--- config.mk ---
export PLATFORM = sky130hd
export DESIGN_NAME = idw_fifo
export DESIGN_NICKNAME = d
export VERILOG_FILES = /design/src/sv/idw_fifo.sv
export SDC_FILE = /design/constraint.sdc
export NUM_CORES = 1
export LEC_CHECK = 0
export BUFFER_PORTS_ARGS = -buffer_cell sky130_fd_sc_hd__clkbuf_2
export CAP_MARGIN = 20
export CORE_ASPECT_RATIO = 0.6
export CORE_MARGIN = 2
export CORE_UTILIZATION = 50
export CTS_CLUSTER_DIAMETER = 40
export DETAILED_ROUTE_END_ITERATION = 10
export PLACE_DENSITY = 0.71
export SLEW_MARGIN = 20
export SYNTH_ARGS = -nofsm -noshare
export SYNTH_HDL_FRONTEND = slang
export SYNTH_SLANG_ARGS = --single-unit
--- constraint.sdc ---
create_clock -name clk -period 4.79 [get_ports clk]
set_clock_uncertainty 0.05 [all_clocks]
set_input_delay 0.479 -clock clk [delete_from_list [all_inputs] [get_ports clk]]
set_output_delay 0.479 -clock clk [all_outputs]
set_load 0.01 [all_outputs]
--- src/sv/idw_fifo.sv ---
// ----------------------------------------------------------------------------
// idw_fifo
// Small first-word-fall-through queue used between front and back and in
// front of the result ports.
// ----------------------------------------------------------------------------
module idw_fifo #(
  parameter int W     = 8,
  parameter int DEPTH = 4
) (
  input  logic         clk,
  input  logic         rst,
  input  logic         push,
  input  logic [W-1:0] din,
  output logic         full,
  input  logic         pop,
  output logic [W-1:0] dout,
  output logic         empty
);
  localparam int PW = (DEPTH > 1) ? $clog2(DEPTH) : 1;
  localparam int CW = $clog2(DEPTH + 1);

  logic [W-1:0]  mem [DEPTH];
  logic [PW-1:0] wr_ptr;
  logic [PW-1:0] rd_ptr;
  logic [CW-1:0] count;
  logic          do_push;
  logic          do_pop;

  assign full    = (count == CW'(DEPTH));
  assign empty   = (count == '0);
  assign do_push = push && !full;
  assign do_pop  = pop && !empty;
  assign dout    = mem[rd_ptr];

  always_ff @(posedge clk) begin
    if (do_push) begin
      mem[wr_ptr] <= din;
    end
  end

  always_ff @(posedge clk) begin
    if (rst) begin
      wr_ptr <= '0;
      rd_ptr <= '0;
      count  <= '0;
    end else begin
      if (do_push) begin
        wr_ptr <= (wr_ptr == PW'(DEPTH - 1)) ? '0 : wr_ptr + PW'(1);
      end
      if (do_pop) begin
        rd_ptr <= (rd_ptr == PW'(DEPTH - 1)) ? '0 : rd_ptr + PW'(1);
      end
      if (do_push && !do_pop) begin
        count <= count + CW'(1);
      end else if (do_pop && !do_push) begin
        count <= count - CW'(1);
      end
    end
  end

endmodule

==> results of run 1 <==
-- through the flow --
step	utilization [%]	setup WS [ps]
finish	58.6	2360
global route	58.6	2230
CTS	58.6	2350
detailed placement	55.7	2360
global placement	55.7	2460
floorplan	-	2570
-- power by group through the flow --
| stage | Combinational [µW] | Clock [µW] | Sequential, µW |
|---|---|---|---|
| after detailed placement | 225 | 0 | 487 |
| final | 222 | 226 | 478 |
| after CTS | 226 | 233 | 479 |
| after global routing | 247 | 248 | 486 |
| after floorplan | 181 | 0 | 461 |
| after global placement | 219 | 0 | 483 |
-- worst max-delay path by stage --
| stage | start | to | slack [ps] | cells after the start |
|---|---|---|---|---|
| finish | count[0] | count[2] | 2360 | 9 |
| detailed placement | count[0] | count[2] | 2360 | 9 |
| floorplan | count[0] | count[2] | 2570 | 10 |
| CTS | count[0] | count[2] | 2350 | 9 |
| global placement | count[0] | count[2] | 2460 | 9 |
| global route | count[0] | count[2] | 2230 | 9 |
-- kinds of logic (layout without fill, tap and decap cells) --
logic type                 Yosys count  count (layout)  share of synthesized area [%]
adders and majority gates            7               7                           5.78
xor gates and xnor gates             2               2                           1.06
and+or+nand+nor                     16              16                           5.70
DFF                                 41              41                           69.4
AOI/OAI and AO/OA                    7               7                           3.04
muxes                               10              10                           12.2
buffers and inverters                9              34                           2.89
-- layer usage --
layer | part of all wire (%) | vias to the layer above | global-route usage [%]
li1 | - | 403 | -
met1 | 46 | 424 | 19.3
met2 | 45 | 23 | 24.4
met3 | 6.1 | 7 | 5.41
met4 | 2.1 | 0 | 7.89
met5 | 0 | - | 0
-- Yosys cell counts --
cell	number	share of area [%]
or3_2	1	0.46
mux4_2	8	11
xor2_1	2	1.1
fa_1	1	1.2
mux2i_1	2	1.2
nor3_1	2	0.61
and3_2	4	1.8
o31ai_2	2	1.5
o21ai_1	1	0.30
or3b_1	1	0.53
clkinv_4	1	0.53
or3_1	1	0.38
clkbuf_1	1	0.23
nor2_1	3	0.68
a21oi_1	3	0.91
inv_1	4	0.91
buf_6	1	0.68
buf_1	1	0.23
nand3_1	2	0.61
dfxtp_1	9	11
edfxtp_1	32	58
buf_2	1	0.30
nand2_1	1	0.23
o21ai_0	1	0.30
nor2_2	1	0.38
ha_1	6	4.6
-- sequential cells by signal, indices dropped and copies added, names as in the netlist, named ones only --
name and count:
mem 32, count 3, rd_ptr 2, wr_ptr 2
-- cell type report --
type / instances / area [µm²]
Inverter: 5 / 23.8
Timing Repair Buffer: 21 / 105
Fill cell: 266 / 1330
Multi-Input combinational cell: 42 / 457
Tap cell: 45 / 56.3
Clock inverter: 1 / 7.51
Clock buffer: 7 / 86.3
Sequential cell: 41 / 1140
-- layout by cell type (no fill, tap or decap) --
master and instances:
a21oi_1 3, and3_2 4, clkbuf_1 1, clkbuf_2 21
clkbuf_8 6, clkinv_4 1, clkinvlp_4 1, dfxtp_1 9
edfxtp_1 32, fa_1 1, ha_1 6, inv_1 4
mux2i_1 2, mux4_2 8, nand2_1 1, nand3_1 2
nor2_1 3, nor2_2 1, nor3_1 2, o21ai_0 1
o21ai_1 1, o31ai_2 2, or3_1 1, or3_2 1
or3b_1 1, xor2_1 2
==> flow_summary.yaml, run 1 <==
critical_path:
  crit_arrival_ps: 2600
  worst_path_max_delay_cell: "dfxtp_1"
  cp_slowest_stage_delay_ps: 440
  cp_top_family: "simple AND/OR/NAND/NOR gates"
  criticalPathCategory: "reg2reg"
  r2r_cells: 9
  worst_setup_path_start_kind: "register"
  r2r_slack_ps: 2360
  path_cells: "or3b_1 -> clkinv_4 -> nor2_2 -> ha_1 -> inv_1 -> fa_1 -> xor2_1 -> or3_2 -> a21oi_1"
  reg2reg_from: "count[0]"
  r2r-end: "count[2]"
  crit_required_ps: 4960
  cp-end-kind: "register"
  critPathBufInv: 2
  cp_max_fo: 7
floorplanning:
  die-area_mm2: 0.00378
  core-area_mm2: 0.00320
  rows: 16
  die_w_um: 78.1
  start_util_pct: 51.4
  die_h_um: 48.4
  io_pins: 22
clock_network:
  clk_pin_slew_worst_paths_ps: 80
  ctsHoldBuffers: 0
  cts_resized: 0
  insertion_delay_ps: 280
  cts_tree: "built"
  htreeDepth: 2
  clockBufferDepth: 2
  cts-buffers-inserted: 5
  cts.sinks: 41
  root_buffer: "clkbuf_8"
  postCtsSetupRepairBufs: 0
yosys:
  synth.cell_area_mm2: 0.00165
  yosys_warnings: 0
  synthCells: 92
  yosys_register_bits: 41
  syn_area_per_cell_um2: 17.9
  synth_cell_type_count: 26
  syn_nets: 111
  ys_seq_area_share_pct: 69.4
layout:
  fin_area_mm2: 0.00188
  finalNetCount: 135
  drive_gt1_share_pct: 38.5
  stdcell_count: 162
  area_delta_synth_final_pct: 14.1
  n_antenna_cell: 0
placed_design:
  dp.cells: 154
  routabilityCongestion: 0.825
  io_buffers: 21
  dp_hpwl_um: 1760
  post_dp_cell_area_mm2: 0.00178
power:
  irDropWorstVdd_mv: 0.203
  p_clk_share_pct: 24.4
  p_int_uw: 665
  seqPwrFrac_pct: 51.6
  p_leak_uw: 0.000694
  combPwrFrac_pct: 24.0
  finalPower_uw: 926
  netSwitchingFraction_pct: 28.2
  powerDensity_mw_per_mm2: 494
  p_sw_uw: 261
sta:
  tns_ps: 0
  fmax_mhz: 412
  hold_viol: 0
  hold_ws_ps: 357
  worstMarginPinSlew_ps: 583
  fin_crit_ps: 2430
  rsz0062_at_grt: "false"
  finalCritPeriodShare_pct: 50.7
  maxSlewViolCount: 0
  setup_viol: 0
  maxSlewHeadroom_pct: 61.1
hold_path:
  hp-class: "in2reg"
  whs_path_depth: 1
  min_from: "din[4]"
  min_to: "mem[0][4]"
global_route:
  grt_pass1_vias: 891
  overflow: 0
  antenna_found_initial: 0
  groute.usage.overall_pct: 15.5
  grt_pass1_wl_um: 4180
  grt_max_degree: 14
run_status:
  status: "completed"
route:
  wl_per_cell_um: 15.4
  firstDrtPassIters: 4
  drtIter0Drc: 49
  dr_total_vias: 857
  drt-vias-per-instance: 5.29
  drt_wl_total_um: 2490
  drc: 0
  postRouteAntennaNets: 0
run:
  maxCapViolCount: 0
(Power assumes the default switching activity.)
==> run 2, diff against run 1 <==
--- a/config.mk
+++ b/config.mk
@@ -5,6 +5,7 @@
 export SDC_FILE = /design/constraint.sdc
 export NUM_CORES = 1
 export LEC_CHECK = 0
+export ABC_AREA = 1
 export BUFFER_PORTS_ARGS = -buffer_cell sky130_fd_sc_hd__clkbuf_2
 export CAP_MARGIN = 20
 export CORE_ASPECT_RATIO = 0.6
==> constraint.sdc (replaced) <==
create_clock -name clk -period 2.3 [get_ports clk]
set_clock_uncertainty 0.05 [all_clocks]
set_input_delay 0.23 -clock clk [delete_from_list [all_inputs] [get_ports clk]]
set_output_delay 0.23 -clock clk [all_outputs]
set_load 0.01 [all_outputs]
==> run 2 against run 1 <==
Net effect: via count up 33%; routed wire length is 30% higher; non-clock buffer count grew 5; critical path depth is the same.
==> flow_summary.yaml, run 2 <==
run_status:
  status: "completed"
yosys:
  ys.flop_type: "edfxtp_1"
  ys_seq_area_share_pct: 67.3
  yosys_warnings: 0
  yosys_register_bits: 41
  synth_most_common_cell: "nor2_1"
  synth-edff-count: 32
  netlist_top_cells_area: "edfxtp_1 (57%), dfxtp_1 (11%), nor2_1 (7.3%), ha_1 (4.4%), o21ai_0 (3.8%)"
  synth_commonest_cells: "nor2_1 (33), edfxtp_1 (32), inv_1 (17), nand2_1 (13), o21ai_0 (13)"
  ys_async_sr_fraction_pct: 0
  synth.cell_area_mm2: 0.00170
  synth_cell_type_count: 19
  synth_top_area_share_pct: 56.6
  yosysTopAreaCell: "edfxtp_1"
  syn_nets: 166
  synthCells: 147
  syn_area_per_cell_um2: 11.5
floorplanning:
  io_pins: 22
  die-area_mm2: 0.00389
  start_util_pct: 52.3
  core-area_mm2: 0.00324
  rows: 16
  die_w_um: 79.2
  die_h_um: 49.1
layout:
  n_antenna_cell: 0
  area_delta_synth_final_pct: 15.3
  largest_reg_flops: 32
  final_common_cell: "nor2_1"
  fin_area_mm2: 0.00196
  mostFrequentLayoutCells: "nor2_1 (33), edfxtp_1 (32), clkbuf_2 (21), inv_1 (17)"
  finalNetCount: 197
  top_regs: "mem (32), count (3)"
  regMostFlops: "mem"
  drive_gt1_share_pct: 21.2
global_route:
  grt_pass1_wl_um: 5240
  gr-usage-met1_pct: 23.6
  grt_max_degree: 17
  groute.usage.overall_pct: 18.7
  grt_util_met3_pct: 6.11
  gr-usage-met2_pct: 29.5
  grt_busiest_layer: "met2"
  antenna_found_initial: 0
  grt_pass1_vias: 1143
  overflow: 0
clock_network:
  ctsHoldBuffers: 0
  cts.sinks: 41
  cts_tree: "built"
  htreeDepth: 2
  root_buffer: "clkbuf_8"
  insertion_delay_ps: 290
  cts-buffers-inserted: 5
  clockBufferDepth: 2
  cts_resized: 0
  postCtsSetupRepairBufs: 0
  clk_pin_slew_worst_paths_ps: 80
sta:
  fmax_mhz: 500
  finalCritPeriodShare_pct: 87.0
  rsz0062_at_grt: "false"
  maxSlewHeadroom_pct: 69.1
  setup_viol: 0
  maxSlewViolCount: 0
  tns_ps: 0
  hold_viol: 0
  fin_crit_ps: 2000
  worstMarginPinSlew_ps: 463
power:
  p_clk_share_pct: 20.8
  p_int_uw: 1400
  powerDensity_mw_per_mm2: 1100
  p_leak_uw: 0.000807
  seqPwrFrac_pct: 46.8
  irDropWorstVdd_mv: 0.597
  p_sw_uw: 763
  combPwrFrac_pct: 32.4
  netSwitchingFraction_pct: 35.3
route:
  firstDrtPassIters: 4
  drt-vias-per-instance: 5.08
  wl_per_cell_um: 14.4
  dr_total_vias: 1139
  drtIter0Drc: 24
  drt_wl_total_um: 3230
  drc: 0
  postRouteAntennaNets: 0
critical_path:
  r2r_cells: 9
  r2r-end: "count[1]"
  crit_required_ps: 2440
  reg2reg_from: "count[1]"
  worst_setup_path_start_kind: "register"
  cp-end-kind: "register"
  crit_arrival_ps: 2140
  r2r_slack_ps: 300
  criticalPathCategory: "reg2reg"
  cp_max_fo: 7
hold_path:
  min_to: "count[0]"
  whs_path_depth: 2
  min_from: "rst"
  hp-class: "in2reg"
placed_design:
  io_buffers: 21
  routabilityCongestion: 0.873
  dp_hpwl_um: 2230
  post_dp_cell_area_mm2: 0.00187
run:
  maxCapViolCount: 0
-- run 2: kinds of logic (layout without fill, tap and decap cells) --
group / Yosys count / count (layout) / share of synthesized area, %
adders and majority gates: 7 / 7 / 5.60
DFF: 41 / 41 / 67.3
and+or+nand+nor: 51 / 51 / 12.1
xor gates and xnor gates: 1 / 1 / 0.516
buffers and inverters: 20 / 52 / 5.31
AOI/OAI and AO/OA: 27 / 27 / 9.22
-- run 2: area by class of cell --
cell class / instances / area [µm²]
Inverter: 18 / 67.6
Timing Repair Buffer: 26 / 143
Fill cell: 279 / 1290
Sequential cell: 41 / 1140
Tap cell: 45 / 56.3
Clock buffer: 6 / 72.6
Clock inverter: 2 / 10.0
Multi-Input combinational cell: 86 / 465
-- run 2: worst max-delay path, cell delays in order (launching register included) --
cell     delay, ps
dfxtp_1        340
nor2_1         190
nand2_1        150
nand2_2        150
inv_1           60
ha_1           200
inv_1           90
fa_1           410
o21ai_0        190
nor2_1          60
-- run 2: through the flow --
step	setup WS (ps)	std cells	hold WS (ps)	utilization [%]	power, µW
floorplan	560	147	252	-	1470
global placement	472	216	365	57.8	1670
detailed placement	361	216	369	57.8	1720
finish	300	224	62.2	60.3	2160
CTS	347	224	55.1	60.3	2170
global route	83.9	224	52.7	60.3	2310
-- run 2: power groups by stage --
stage	registers (µW)	clock network [µW]	logic, µW
after floorplan	992	0	481
after global placement	1020	0	654
after detailed placement	1030	0	698
after CTS	1010	456	701
after global routing	1020	494	792
final	1010	449	700
-- run 2: per-layer routing --
layer | routed length, µm | up-vias
li1 | - | 561
met1 | 1490 | 539
met2 | 1530 | 32
met3 | 151 | 7
met4 | 63 | 0
met5 | 0 | -
-- run 2: worst max-delay path by stage --
stage / startpoint / end / slack (ps) / cells past startpoint
detailed placement: count[0] / count[1] / 360 / 9
global placement: count[1] / count[1] / 470 / 9
floorplan: count[1] / count[1] / 560 / 9
CTS: count[0] / count[1] / 350 / 9
global route: count[1] / count[2] / 80 / 11
finish: count[1] / count[1] / 300 / 9
==> run 3, diff against run 2 <==
--- a/config.mk
+++ b/config.mk
@@ -14,6 +14,7 @@
 export CTS_CLUSTER_DIAMETER = 40
 export DETAILED_ROUTE_END_ITERATION = 10
 export PLACE_DENSITY = 0.71
+export RECOVER_POWER = 25
 export SLEW_MARGIN = 20
 export SYNTH_ARGS = -nofsm -noshare
 export SYNTH_HDL_FRONTEND = slang
==> run 3 against run 2 <==
Net effect: global-route usage did not move; sequential power about the same; clock-buffer cell count stayed put; non-clock buffer count unchanged; sequential cell count unchanged; worst hold slack worse by 0.83 ps; routed wire length is 0.15% higher; setup slack improved by 12 ps; clock power hardly changed; final area shrank 0.32%; via count decreased by 0.53%; critical endpoint unchanged; highest routed layer unchanged.
==> flow_summary.yaml, run 3 (same netlist as run 2, synthesis figures left out) <==
clock_network:
  ctsHoldBuffers: 0
  htreeDepth: 2
  cts_resized: 0
  insertion_delay_ps: 290
  postCtsSetupRepairBufs: 0
  cts-buffers-inserted: 5
  cts_tree: "built"
  clockBufferDepth: 2
  cts.sinks: 41
  root_buffer: "clkbuf_8"
  clk_pin_slew_worst_paths_ps: 80
sta:
  fin_crit_ps: 1990
  maxSlewViolCount: 0
  tns_ps: 0
  fmax_mhz: 503
  rsz0062_at_grt: "false"
  finalCritPeriodShare_pct: 86.4
  hold_viol: 0
  hold_ws_ps: 61.4
  setup_viol: 0
  worstMarginPinSlew_ps: 463
  maxSlewHeadroom_pct: 69.1
placed_design:
  io_buffers: 21
  dp_hpwl_um: 2230
  dp.cells: 216
  routabilityCongestion: 0.873
floorplanning:
  die-area_mm2: 0.00389
  core-area_mm2: 0.00324
  io_pins: 22
  rows: 16
  die_h_um: 49.1
  start_util_pct: 52.3
  die_w_um: 79.2
critical_path:
  crit_required_ps: 2440
  critPathBufInv: 2
  cp-end-kind: "register"
  worst_path_max_delay_cell: "fa_1"
  path_cells: "nor2_1 -> nand2_1 -> nand2_2 -> inv_1 -> ha_1 -> inv_1 -> fa_1 -> o21ai_0 -> nor2_1"
  cp_slowest_stage_delay_ps: 410
  worst_setup_path_start_kind: "register"
  cp_top_family: "adder cells"
  cp_max_fo: 7
  criticalPathCategory: "reg2reg"
  crit_arrival_ps: 2130
layout:
  final_common_cell: "nor2_1"
  n_antenna_cell: 0
  drive_gt1_share_pct: 18.4
  mostFrequentLayoutCells: "nor2_1 (33), edfxtp_1 (32), inv_1 (17), clkbuf_2 (16)"
  largest_reg_flops: 32
  regMostFlops: "mem"
  stdcell_count: 224
  top_regs: "mem (32), count (3)"
  area_delta_synth_final_pct: 14.9
  finalNetCount: 197
run:
  maxCapViolCount: 0
route:
  drtIter0Drc: 24
  drt-vias-per-instance: 5.06
  postRouteAntennaNets: 0
  dr_total_vias: 1133
  firstDrtPassIters: 4
  drc: 0
  drt_wl_total_um: 3240
  wl_per_cell_um: 14.4
hold_path:
  hp-class: "in2reg"
power:
  powerDensity_mw_per_mm2: 1110
  p_leak_uw: 0.000792
  irDropWorstVdd_mv: 0.598
global_route:
  groute.usage.overall_pct: 18.7
  grt_pass1_wl_um: 5240
  grt_pass1_vias: 1143
  antenna_found_initial: 0
  grt_max_degree: 17
  overflow: 0
run_status:
  status: "completed"
run 3: cell count changes in the layout (fill, tap and decap cells not counted):
| cell | change |
|---|---|
| clkbuf_1 | +5 |
| clkbuf_2 | -5 |
run 3: final timing paths:
| path | from | end | slack (ps) | depth (start not counted) |
|---|---|---|---|---|
| setup / recovery | count[1] | count[1] | 310 | 9 |
| hold / removal | rst | count[0] | 60 | 2 |
| setup reg to reg | count[1] | count[1] | 310 | 9 |
| hold reg to reg | rd_ptr[1] | rd_ptr[1] | 490 | 2 |
run 3: layer usage:
| layer | vias to the layer above | global-route usage, % | part of all wire, % |
|---|---|---|---|
| li1 | 559 | - | - |
| met1 | 537 | 23.6 | 46 |
| met2 | 30 | 29.5 | 47 |
| met3 | 7 | 6.11 | 4.5 |
| met4 | 0 | 8.91 | 1.9 |
| met5 | - | 0 | 0 |
run 3: area by class of cell:
class | instances | area [µm²]
multi-input cells | 86 | 465
repair buffers | 26 | 136
well taps | 45 | 56.3
clock buffers | 6 | 72.6
clock inverters | 2 | 10.0
inverters | 18 | 67.6
fillers | 279 | 1290
flip-flops and latches | 41 | 1140
run 3: report_power, final:
| part | switching [µW] | total, µW | internal (µW) |
|---|---|---|---|
| Sequential | 91.7 | 1010 | 918 |
| Combinational | 432 | 699 | 267 |
| Clock | 240 | 450 | 210 |
| Total | 763 | 2160 | 1400 |
run 3: stage by stage:
| stage | utilization (%) | setup WS [ps] | total power [µW] | cell area (µm²) |
|---|---|---|---|---|
| floorplan | - | 560 | 1470 | 1700 |
| global placement | 57.8 | 472 | 1670 | 1870 |
| detailed placement | 57.8 | 361 | 1720 | 1870 |
| CTS | 60.3 | 347 | 2170 | 1960 |
| global route | 60.1 | 83.9 | 2310 | 1950 |
| finish | 60.1 | 312 | 2160 | 1950 |
run 3: worst reg2reg max path: cells and delay by family (launching register included):
kind / cells / cell delay [ps]
compound gates: 1 / 190
fa+ha+maj: 2 / 610
simple gates: 4 / 550
flops: 1 / 350
buf+inv: 2 / 150
